===== config.mk =====
export PLATFORM = sky130hd
export DESIGN_NAME = multichannel_ema_calibrator_core_flat
export DESIGN_NICKNAME = d
export VERILOG_FILES = /design/src/rtl/mec_pkg.sv /design/src/rtl/mec_req_if.sv /design/src/rtl/multichannel_ema_calibrator_core.sv /design/src/flat_wrapper.sv
export SDC_FILE = /design/constraint.sdc
export NUM_CORES = 2
export LEC_CHECK = 0
export BUFFER_PORTS_ARGS = -buffer_cell sky130_fd_sc_hd__clkbuf_2
export CAP_MARGIN = 25
export CELL_PAD_IN_SITES_DETAIL_PLACEMENT = 1
export CELL_PAD_IN_SITES_GLOBAL_PLACEMENT = 1
export CORE_UTILIZATION = 46
export CTS_CLUSTER_DIAMETER = 150
export CTS_CLUSTER_SIZE = 25
export DETAILED_ROUTE_END_ITERATION = 16
export GPL_ROUTABILITY_DRIVEN = 0
export PLACE_DENSITY_LB_ADDON = 0.2
export SYNTH_ARGS = -nofsm -noshare
export SYNTH_HDL_FRONTEND = slang
export SYNTH_SLANG_ARGS = --single-unit

===== constraint.sdc =====
create_clock -name clock -period 9.6 [get_ports clock]
set_clock_uncertainty 0.2 [all_clocks]
set_input_delay 0.96 -clock clock [delete_from_list [all_inputs] [get_ports clock]]
set_output_delay 0.96 -clock clock [all_outputs]
set_load 0.005 [all_outputs]

===== src/rtl/mec_pkg.sv =====
// Package for the multichannel EMA calibrator: register indexes, widths, item types.
// No dependencies.
package mec_pkg;

   localparam int unsigned AVG_W  = 28;
   localparam int unsigned CSR_W  = 64;
   localparam int unsigned CIDX_W = 3;

   localparam logic [CIDX_W-1:0] REG_ENABLE  = 3'd0;
   localparam logic [CIDX_W-1:0] REG_ORDERS  = 3'd1;
   localparam logic [CIDX_W-1:0] REG_ZERO_LO = 3'd2;
   localparam logic [CIDX_W-1:0] REG_ZERO_HI = 3'd3;
   localparam logic [CIDX_W-1:0] REG_GAIN_LO = 3'd4;
   localparam logic [CIDX_W-1:0] REG_GAIN_HI = 3'd5;

   localparam logic ACT_SAMPLE = 1'b0;
   localparam logic ACT_REPORT = 1'b1;

   typedef struct packed {
      logic        action;
      logic [2:0]  channel;
      logic [11:0] sample;
   } req_item_type;

   typedef struct packed {
      logic               [2:0]  out_channel;
      logic signed        [31:0] value;
      logic                      last;
   } rsp_item_type;

endpackage


===== src/rtl/mec_req_if.sv =====
// Valid/ready channel interfaces for request and result items.
// Depends on mec_pkg.
interface mec_req_if import mec_pkg::*; ();
   logic         valid;
   logic         ready;
   req_item_type data;
   modport source (output valid, output data, input ready);
   modport sink   (input valid, input data, output ready);
endinterface

interface mec_rsp_if import mec_pkg::*; ();
   logic         valid;
   logic         ready;
   rsp_item_type data;
   modport source (output valid, output data, input ready);
   modport sink   (input valid, input data, output ready);
endinterface


===== src/rtl/multichannel_ema_calibrator_core.sv =====
// Top level of the multichannel EMA calibrator.
// Depends on mec_pkg and the channel interfaces in mec_req_if.sv.
//
// One item at a time. A sample item for an enabled channel reads that channel's
// average from an 8-entry synchronous RAM, forms avg*(N-1)+sample<<16 (36 bits),
// and divides it by N with a restoring divider, one quotient bit per cycle; the
// steps are accept, read, setup, the divide and the write-back. A sample for a
// disabled channel is accepted and dropped. A report item walks the channels
// 0..7: a channel that is not reported costs only a scan step; each enabled
// channel takes a scan step, a RAM read, a 16x29 signed multiply, a
// shift/saturate and the handoff to the output register, which waits while that
// register is full and the consumer holds rsp_ready low. Averages reset to zero
// through a valid bit per entry, so no clearing pass is needed after reset.
module multichannel_ema_calibrator_core
   import mec_pkg::*;
#(
   parameter int unsigned CHANNELS = 8
) (
   input  logic                  clock,
   input  logic                  reset,
   mec_req_if.sink               req,
   mec_rsp_if.source             rsp,
   input  logic                  csr_we,
   input  logic [CIDX_W-1:0]     csr_index,
   input  logic [CSR_W-1:0]      csr_wdata
);

   typedef enum logic [3:0] {
      S_IDLE, S_SRD, S_MUL, S_DIV, S_WR,
      S_SCAN, S_RRD, S_RMUL, S_RSAT, S_OUT
   } state_type;

   localparam int unsigned NUM_W = 36;

   // configuration
   logic [7:0]  enable_ff;
   logic [63:0] orders_ff;
   logic [47:0] zero_lo_ff, zero_hi_ff;
   logic [63:0] gain_lo_ff, gain_hi_ff;

   always_ff @(posedge clock) begin
      if (reset) begin
         enable_ff  <= '0;
         orders_ff  <= 64'h0101010101010101;
         zero_lo_ff <= '0;
         zero_hi_ff <= '0;
         gain_lo_ff <= 64'h1000100010001000;
         gain_hi_ff <= 64'h1000100010001000;
      end else if (csr_we) begin
         case (csr_index)
            REG_ENABLE:  enable_ff  <= csr_wdata[7:0];
            REG_ORDERS:  orders_ff  <= csr_wdata;
            REG_ZERO_LO: zero_lo_ff <= csr_wdata[47:0];
            REG_ZERO_HI: zero_hi_ff <= csr_wdata[47:0];
            REG_GAIN_LO: gain_lo_ff <= csr_wdata;
            REG_GAIN_HI: gain_hi_ff <= csr_wdata;
            default: ;
         endcase
      end
   end

   // average RAM plus per-entry valid bits (invalid reads as zero)
   logic [AVG_W-1:0] avg_mem [8];
   logic [7:0]       avg_vld_ff;
   logic [AVG_W-1:0] rd_data_ff;
   logic             rd_vld_ff;
   logic [2:0]       rd_addr;
   logic             mem_we;
   logic [AVG_W-1:0] mem_wdata;

   always_ff @(posedge clock) begin
      if (mem_we) avg_mem[rd_addr] <= mem_wdata;
      rd_data_ff <= avg_mem[rd_addr];
   end

   always_ff @(posedge clock) begin
      if (reset) begin
         avg_vld_ff <= '0;
         rd_vld_ff  <= 1'b0;
      end else begin
         if (mem_we) avg_vld_ff[rd_addr] <= 1'b1;
         rd_vld_ff <= avg_vld_ff[rd_addr];
      end
   end

   wire [AVG_W-1:0] avg_rd = rd_vld_ff ? rd_data_ff : '0;

   // control and datapath registers
   state_type        state_ff;
   logic [2:0]       chan_ff;
   logic [11:0]      sample_ff;
   logic [7:0]       n_ff;
   logic [NUM_W-1:0] num_ff;      // dividend, shifted out into quotient
   logic [7:0]       rem_ff;
   logic [5:0]       cnt_ff;
   logic signed [45:0] prod_ff;
   logic             rsp_valid_ff;
   rsp_item_type     rsp_ff;
   logic             found_ff;    // a later enabled channel exists

   function automatic logic active(input logic [7:0] en, input logic [2:0] c);
      return (32'(c) < CHANNELS) && en[c];
   endfunction

   wire [7:0] order_raw = orders_ff[8*chan_ff +: 8];
   wire [7:0] order_n   = (order_raw == 8'd0) ? 8'd1 : order_raw;
   wire [11:0] zero_c   = chan_ff[2] ? zero_hi_ff[12*chan_ff[1:0] +: 12]
                                     : zero_lo_ff[12*chan_ff[1:0] +: 12];
   wire signed [15:0] gain_c = chan_ff[2] ? gain_hi_ff[16*chan_ff[1:0] +: 16]
                                          : gain_lo_ff[16*chan_ff[1:0] +: 16];
   wire signed [28:0] diff = $signed({1'b0, avg_rd}) - $signed({1'b0, zero_c, 16'd0});

   // any enabled channel above chan_ff
   logic more_after;
   always_comb begin
      more_after = 1'b0;
      for (int i = 0; i < 8; i++)
         if (3'(i) > chan_ff && active(enable_ff, 3'(i))) more_after = 1'b1;
   end

   // restoring divider step; remainder stays below N, so 8 bits
   wire [8:0] trial = {rem_ff, num_ff[NUM_W-1]};
   wire       ge    = trial >= {1'b0, n_ff};
   wire [7:0] rem_in = ge ? 8'(trial - {1'b0, n_ff}) : trial[7:0];

   // shift and saturate
   wire signed [33:0] shr = 34'(prod_ff >>> 12);
   wire signed [31:0] sat = (shr > 34'sd2147483647)  ? 32'sh7fffffff :
                            (shr < -34'sd2147483648) ? 32'sh80000000 : 32'(shr);

   assign rd_addr   = chan_ff;
   assign mem_we    = (state_ff == S_WR);
   assign mem_wdata = num_ff[AVG_W-1:0];
   assign req.ready = (state_ff == S_IDLE);
   assign rsp.valid = rsp_valid_ff;
   assign rsp.data  = rsp_ff;

   always_ff @(posedge clock) begin
      if (reset) begin
         state_ff     <= S_IDLE;
         rsp_valid_ff <= 1'b0;
         chan_ff      <= '0;
      end else begin
         // output register empties on accept unless S_OUT refills it this cycle
         if (rsp.ready && state_ff != S_OUT) rsp_valid_ff <= 1'b0;
         case (state_ff)
            S_IDLE: if (req.valid) begin
               sample_ff <= req.data.sample;
               if (req.data.action == ACT_REPORT) begin
                  chan_ff  <= '0;
                  state_ff <= S_SCAN;
               end else begin
                  chan_ff <= req.data.channel;
                  if (active(enable_ff, req.data.channel)) state_ff <= S_SRD;
               end
            end
            S_SRD: begin  // read data arrives next cycle
               n_ff     <= order_n;
               state_ff <= S_MUL;
            end
            S_MUL: begin
               num_ff   <= 36'(avg_rd) * 36'(n_ff - 8'd1) + {8'd0, sample_ff, 16'd0};
               rem_ff   <= '0;
               cnt_ff   <= 6'(NUM_W);
               state_ff <= S_DIV;
            end
            S_DIV: begin
               rem_ff <= rem_in;
               num_ff <= {num_ff[NUM_W-2:0], ge};
               cnt_ff <= cnt_ff - 6'd1;
               if (cnt_ff == 6'd1) state_ff <= S_WR;
            end
            S_WR: state_ff <= S_IDLE;
            S_SCAN: begin
               if (active(enable_ff, chan_ff)) state_ff <= S_RRD;
               else if (chan_ff == 3'd7) state_ff <= S_IDLE;
               else chan_ff <= chan_ff + 3'd1;
            end
            S_RRD: state_ff <= S_RMUL;
            S_RMUL: begin
               prod_ff  <= 46'(diff) * 46'(gain_c);
               found_ff <= more_after;
               state_ff <= S_RSAT;
            end
            S_RSAT: state_ff <= S_OUT;
            S_OUT: if (!rsp_valid_ff || rsp.ready) begin
               rsp_valid_ff        <= 1'b1;
               rsp_ff.out_channel  <= chan_ff;
               rsp_ff.value        <= sat;
               rsp_ff.last         <= !found_ff;
               if (!found_ff) state_ff <= S_IDLE;
               else begin
                  chan_ff  <= chan_ff + 3'd1;
                  state_ff <= S_SCAN;
               end
            end
            default: state_ff <= S_IDLE;
         endcase
      end
   end

   // assertions
   a_no_accept_busy: assert property (@(posedge clock) disable iff (reset)
      (state_ff != S_IDLE) |-> !req.ready) else $error("ready while busy");
   a_write_only_after_div: assert property (@(posedge clock) disable iff (reset)
      mem_we |-> $past(state_ff) == S_DIV) else $error("stray average write");
   a_out_enabled: assert property (@(posedge clock) disable iff (reset)
      $rose(rsp_valid_ff) |-> enable_ff[rsp_ff.out_channel])
      else $error("result for disabled channel");

endmodule

===== src/flat_wrapper.sv =====
// flat-port wrapper written by rule: the top's interface ports become plain ports
module multichannel_ema_calibrator_core_flat import mec_pkg::*;
#(
   parameter int unsigned CHANNELS = 8
)
  (clock, reset, csr_we, csr_index, csr_wdata, req_valid, req_data, req_ready, rsp_valid, rsp_data, rsp_ready);
  mec_req_if req_i ();
  mec_rsp_if rsp_i ();
  input  logic clock;
  input  logic reset;
  input  logic csr_we;
  input  logic [CIDX_W-1:0] csr_index;
  input  logic [CSR_W-1:0] csr_wdata;
  input wire logic [$bits(req_i.valid)-1:0] req_valid;
  input wire logic [$bits(req_i.data)-1:0] req_data;
  output wire logic [$bits(req_i.ready)-1:0] req_ready;
  output wire logic [$bits(rsp_i.valid)-1:0] rsp_valid;
  output wire logic [$bits(rsp_i.data)-1:0] rsp_data;
  input wire logic [$bits(rsp_i.ready)-1:0] rsp_ready;
  assign req_i.valid = req_valid;
  assign req_i.data = req_data;
  assign req_ready = req_i.ready;
  assign rsp_valid = rsp_i.valid;
  assign rsp_data = rsp_i.data;
  assign rsp_i.ready = rsp_ready;
  multichannel_ema_calibrator_core #(.CHANNELS(CHANNELS)) u_core (.clock(clock), .reset(reset), .req(req_i), .rsp(rsp_i), .csr_we(csr_we), .csr_index(csr_index), .csr_wdata(csr_wdata));
endmodule

# --- Word level (Yosys, flattened, before mapping) ---
# Memories as Yosys holds them, arrays and structs flattened. A register that Yosys moved wholly into a read port is not among the register bits.
# Cells that the tools add are included.
word_totals:
  elab_cells: 147
  mem_bits_rw: 224
  reg_bits: 466
  out_inout_bits: 38
  n_memories: 1
  inputBits: 88
mem_list:
  columns: ["memory", "words", "word_bits", "rd", "rd_clocked_by_memory_dff", "wr", "line", "source"]
  rows:
  - ["u_core.avg_mem", 8, 28, 1, 1, 1, "multichannel_ema_calibrator_core.sv:63", "logic [AVG_W-1:0] avg_mem [8];"]
op_classes:
  add_sub_neg: 6
  shifts: 5
  bitwise_logic: 2
  mul: 3
  n_reduce_logical: 32
  magnitude_cmp: 14
  muxes: 38
  eq_ne: 25
ops:
  columns: ["operator", "n"]
  rows:
  - ["$shiftx A64 B7 Y16", 2]
  - ["$shiftx A48 B7 Y12", 2]
  - ["$pmux W36 S2", 1]
  - ["$shiftx A64 B7 Y8", 1]
  - ["$mul A29 B16 Y45", 1]
  - ["$add A36 B28 Y36", 1]
  - ["$mul A28 B36 Y36", 1]
  - ["$pmux W4 S9", 1]
  - ["$gt A34 B32 Y1 const B", 1]
  - ["$lt A34 B32 Y1 const B", 1]
  - ["$mux W32", 1]
  - ["$sub A28 B28 Y29", 1]
  - ["$mux W28", 1]
  - ["$mux W4", 7]
  - ["$mux W3", 7]
  - ["$reduce_and A2 Y1", 9]
  - ["$eq A4 B3 Y1 const B", 4]
  - ["$mux W16", 1]
  - ["$pmux W8 S2", 1]
  - ["$gt A3 B3 Y1 const A", 4]
  - ["$mux W12", 1]
  - ["$pmux W6 S2", 1]
  - ["$logic_and A1 B1 Y1", 10]
  - ["$mux W1", 10]
  - ["39 further kinds", 55]

# --- Logic depth before layout (Yosys ltp) ---
depth:
  word_depth: 6
  ltp_mapped: 43
  ltp_nobuf: 37

# --- Worst setup path after synthesis ---
# No wires, ideal clock.
synth_timing:
  kind: "register -> register"
  startpoint: "register u_core.chan_ff[0]"
  endpoint: "register u_core.prod_ff[44], data pin"
  n_path_buf: 6
  setup_slack_ns: -0.791
  setup_time_ns: 0.266
  stages_incl_launch_ff: 40
  synth_period_minus_slack_ns: 10.391
  arrival_ns: 9.926
  t_required_ns: 9.134
  cell_sequence: "dfxtp_1 buf_2 buf_2 buf_2 buf_2 buf_2 mux4_2 mux2i_1 ha_1 nor2b_1 o21ai_0 nand2b_1 a21o_1 a21o_1 a21o_1 a21o_1 a21o_1 a21o_1 (+4 left out) fa_1 inv_1 fa_1 fa_1 fa_1 inv_1 fa_1 inv_1 ha_1 a21oi_1 nor2b_1 o21ai_0 nand2b_1 a21o_1 a21oi_1 a21oi_2 o41ai_1 xnor2_1"
synth_via:
  elab_chain_cells: 5
  word_cells_on_any_way: 9
  cone_classes: "1 x add/sub; 2 x mul; 4 x shift; 2 x mux"
synth_rtl:
  columns: ["item", "line", "source"]
  rows:
  - ["from (decl)", "multichannel_ema_calibrator_core.sv:90", "logic [2:0] chan_ff;"]
  - ["from (signal assigned)", "multichannel_ema_calibrator_core.sv:153", "chan_ff <= req.data.channel;"]
  - ["from (signal assigned)", "multichannel_ema_calibrator_core.sv:177", "else chan_ff <= chan_ff + 3'd1;"]
  - ["from (signal assigned)", "multichannel_ema_calibrator_core.sv:193", "chan_ff <= chan_ff + 3'd1;"]
  - ["$mul A2 B2 Y4", "multichannel_ema_calibrator_core.sv:107, multichannel_ema_calibrator_core.sv:108", null]
  - ["$shiftx A48 B7 Y12, on equally long branches", "multichannel_ema_calibrator_core.sv:108, multichannel_ema_calibrator_core.sv:107", null]
  - ["$mux W12", "multichannel_ema_calibrator_core.sv:107", "wire [11:0] zero_c = chan_ff[2] ? zero_hi_ff[12*chan_ff[1:0] +: 12]"]
  - ["$sub A28 B28 Y29", "multichannel_ema_calibrator_core.sv:111", "wire signed [28:0] diff = $signed({1'b0, avg_rd}) - $signed({1'b0, zero_c, 16'd0});"]
  - ["$mul A29 B16 Y45 *", "multichannel_ema_calibrator_core.sv:181", "prod_ff <= 46'(diff) * 46'(gain_c);"]
  - ["to (signal assigned)", "multichannel_ema_calibrator_core.sv:181", null]
  - ["to (decl)", "multichannel_ema_calibrator_core.sv:96", "logic signed [45:0] prod_ff;"]
# Every way passes the cells marked *; elsewhere a longest branch is shown, timed or not.
# A chain may end at the register's enable or synchronous reset.

# --- Final worst setup path ---
# Ends and elaborated chain as after synthesis.

==> results.toml <==
[route]
finalWirelength_um = 177000
postRouteAntennaNets = 0
avgViaCountPerCell = 5.53
dr.pass1.iters = 5
vias = 41000
initialDrtViolationCount = 3427
wl_per_cell_um = 23.8
drcViolationCount = 0

[worst_setup_path]
reg2reg_to = "u_core.prod_ff[44]"
r2r_cells = 31
critPathKind = "reg2reg"
reg2reg_slack_ns = 0.32
critPathMaxStageDelay_ns = 0.64
crit_path_frequent_cell = "a21o_1"
cp.required_ns = 9.78
end_kind = "flop"
worst-path-max-fanout = 9
crit_slowest_cell = "fa_1"
crit-reg2reg-launch = "u_core.chan_ff[0]"
critPathLaunchType = "flop"
cp.arrival_ns = 9.46

[sta]
whs_ns = 0.258
finalCritPeriodShare_pct = 96.7
slew_violations = 0
setup_violations = 0
final_hold_viol_count = 0
fmax_ghz = 0.108
max_slew_margin_pct = 28.8
worstMarginPinSlew_ns = 1.07
fin_crit_ns = 9.28
setup_ws_ns = 0.320

[clock_tree]
cts_made_buffers = 36
cts_tree = "yes"
insertion_delay_ns = 0.66
holdBufCountCts = 0
clk_pin_slew_ns = 0.10
cts_buffer_depth = 3
htreeDepth = 2
clock-sinks = 705
clockRootBuffer = "clkbuf_16"

[cells_and_area]
final_cell_mix = "nand2_1, inv_1, fa_1"
seq_area_mm2 = 0.0178
area_growth_pct = 7.71
layout_commonest_cell = "nand2_1"
multi_input_area_mm2 = 0.0337
fillCellCount = 13600
fin_nets = 6914
layout-drive-gt1-share_pct = 8.75

[yosys]
syn_area_mm2 = 0.0558
ys_seq_area_share_pct = 31.8
synthDistinctLibCells = 66
ys_warn_count = 0
synth_top_area_share_pct = 27.5
synthCells = 5720
synthArstFlopShare_pct = 0
yosys-top-cells-area = "fa_1, edfxtp_1, dfxtp_1, nand2_1, inv_1"
avgSynthCellArea_um2 = 9.76
mappedNetlistNets = 6849
yosys_most_used_dff = "edfxtp_1"
yosysTopAreaCell = "fa_1"
synth_edf_count = 364
ys_ff_latch = 705

[min_path]
whs_path_depth = 2
whs_endpoint = "u_core.orders_ff[5]"
hold_path.class = "reg2reg"
hold_path_startpoint = "u_core.orders_ff[5]"

[power]
finalPower_mw = 9.74
powerDensity_mw_per_mm2 = 162
cellLeakagePower_nw = 25.5
max-vdd-ir-drop_v = 0.000158

[placed_design]
dp_hpwl_um = 134000
preCtsSetupSlack_ns = 0.0781
port_buffers = 125

[global_route]
antenna_found_initial = 5
grt_overflow_total = 0
grt_max_degree = 87
grt_pass1_vias = 44300
grt_pass1_wl_um = 267000
grt_use_total_pct = 29.2

[job]
drv_cap = 0

[die]
core_mm2 = 0.120
dieArea_mm2 = 0.123
io_pins = 126
start_util_pct = 46.5
num_rows = 127
die_w_um = 350
die_h_um = 350

[status]
outcome = "finished, final reports clean"
cells in the mapped netlist, drive strengths merged (6+ instances only):
master / number
nor2: 410
buf: 26
nand3b: 16
nand3: 24
or2: 22
o21ai: 77
ha: 274
nor3b: 7
xor2: 33
xnor2: 95
nor2b: 23
nand2b: 52
a22oi: 126
o21bai: 6
mux2: 7
inv: 940
nor3: 27
mux2i: 23
nand2: 1140
and2: 34
a211oi: 7
clkbuf: 254
dfxtp: 341
a21oi: 375
a21o: 48
fa: 767
nand4: 41
mux4: 68
o21a: 9
and3: 20
edfxtp: 364
worst max-delay path by stage:
stage,endpoint,start,slack (ns),cells past startpoint
2_1_floorplan,u_core.prod_ff[44],u_core.chan_ff[2],0.01,40
3_3_place_gp,u_core.prod_ff[44],u_core.chan_ff[0],0.30,32
3_5_place_dp,u_core.prod_ff[44],u_core.chan_ff[0],0.08,34
4_1_cts,u_core.prod_ff[44],u_core.chan_ff[0],0.02,34
5_1_grt,u_core.prod_ff[44],u_core.chan_ff[0],-0.004,35
6_report,u_core.prod_ff[44],u_core.chan_ff[0],0.32,31
sequential cells by signal (all words and copies together), names as in the netlist, 12 cells and up:
register	flops
u_core.zero_hi_ff	48
u_core.gain_lo_ff	64
u_core.sample_ff	12
u_core.rd_data_ff	28
u_core.prod_ff	33
u_core.avg_mem	224
u_core.orders_ff	64
u_core.num_ff	36
u_core.gain_hi_ff	64
u_core.rsp.data	36
u_core.zero_lo_ff	48
report_power, final:
part / total [mW] / internal [mW] / switching [mW]
Clock: 1.80 / 0.738 / 1.06
Sequential: 3.71 / 3.50 / 0.213
Combinational: 4.23 / 1.56 / 2.67
Total: 9.74 / 5.80 / 3.94
cells by family (layout without fill, tap and decap cells):
kind of cell / after synthesis / in the layout / share of synthesized area (%)
AOI/OAI and AO/OA: 694 / 694 / 7.48
xor gates and xnor gates: 128 / 128 / 2.01
adders and majority gates: 1041 / 1041 / 33.6
buffers and inverters: 1225 / 1313 / 8.28
DFF: 705 / 705 / 31.8
muxes: 98 / 98 / 3.30
other: 0 / 1 / 0
and+or+nand+nor: 1829 / 1829 / 13.5
timing repair:
action | in CTS | in global routing
resized for setup | 0 | 32
buffers inserted | 0 | 15
hold endpoints to repair | 0 | 0
endpoints found under the setup margin | 0 | 18
worst max-delay path, delay by kind of cell (launching register included):
| family | cells | cell delay [ns] |
|---|---|---|
| AOI/OAI and AO/OA | 11 | 2.22 |
| xor gates and xnor gates | 2 | 0.40 |
| adders and majority gates | 8 | 3.74 |
| buffers and inverters | 5 | 0.76 |
| DFF | 1 | 0.45 |
| muxes | 2 | 0.87 |
| and+or+nand+nor | 3 | 0.34 |
final cells by class:
type,count,area share (%)
Antenna cell,1,0.00416
Clock buffer,53,1.60
Clock inverter,8,0.254
Inverter,945,5.90
Multi-Input combinational cell,3790,56.0
Sequential cell,705,29.5
Tap cell,1612,3.35
Timing Repair Buffer,307,3.39
per-stage QoR:
step           cell area (um^2)  utilization, %  instances  setup TNS [ns]
2_1_floorplan             55900               -       5720               0
3_3_place_gp              58800            48.9       7341               0
3_5_place_dp              58800            49.0       7342               0
4_1_cts                   59900            49.9       7403               0
5_1_grt                   60200            50.1       7420        -0.00474
6_report                  60200            50.1       7421               0
per-layer routing:
layer / vias to the layer above / track usage, % / share of wire (%)
li1: 18100 / - / -
met1: 21500 / 41.1 / 44
met2: 1203 / 47.5 / 47
met3: 188 / 4.16 / 6.6
met4: 2 / 7.13 / 2.4
met5: - / 0 / 0.0074
(Power assumes the default switching activity.)
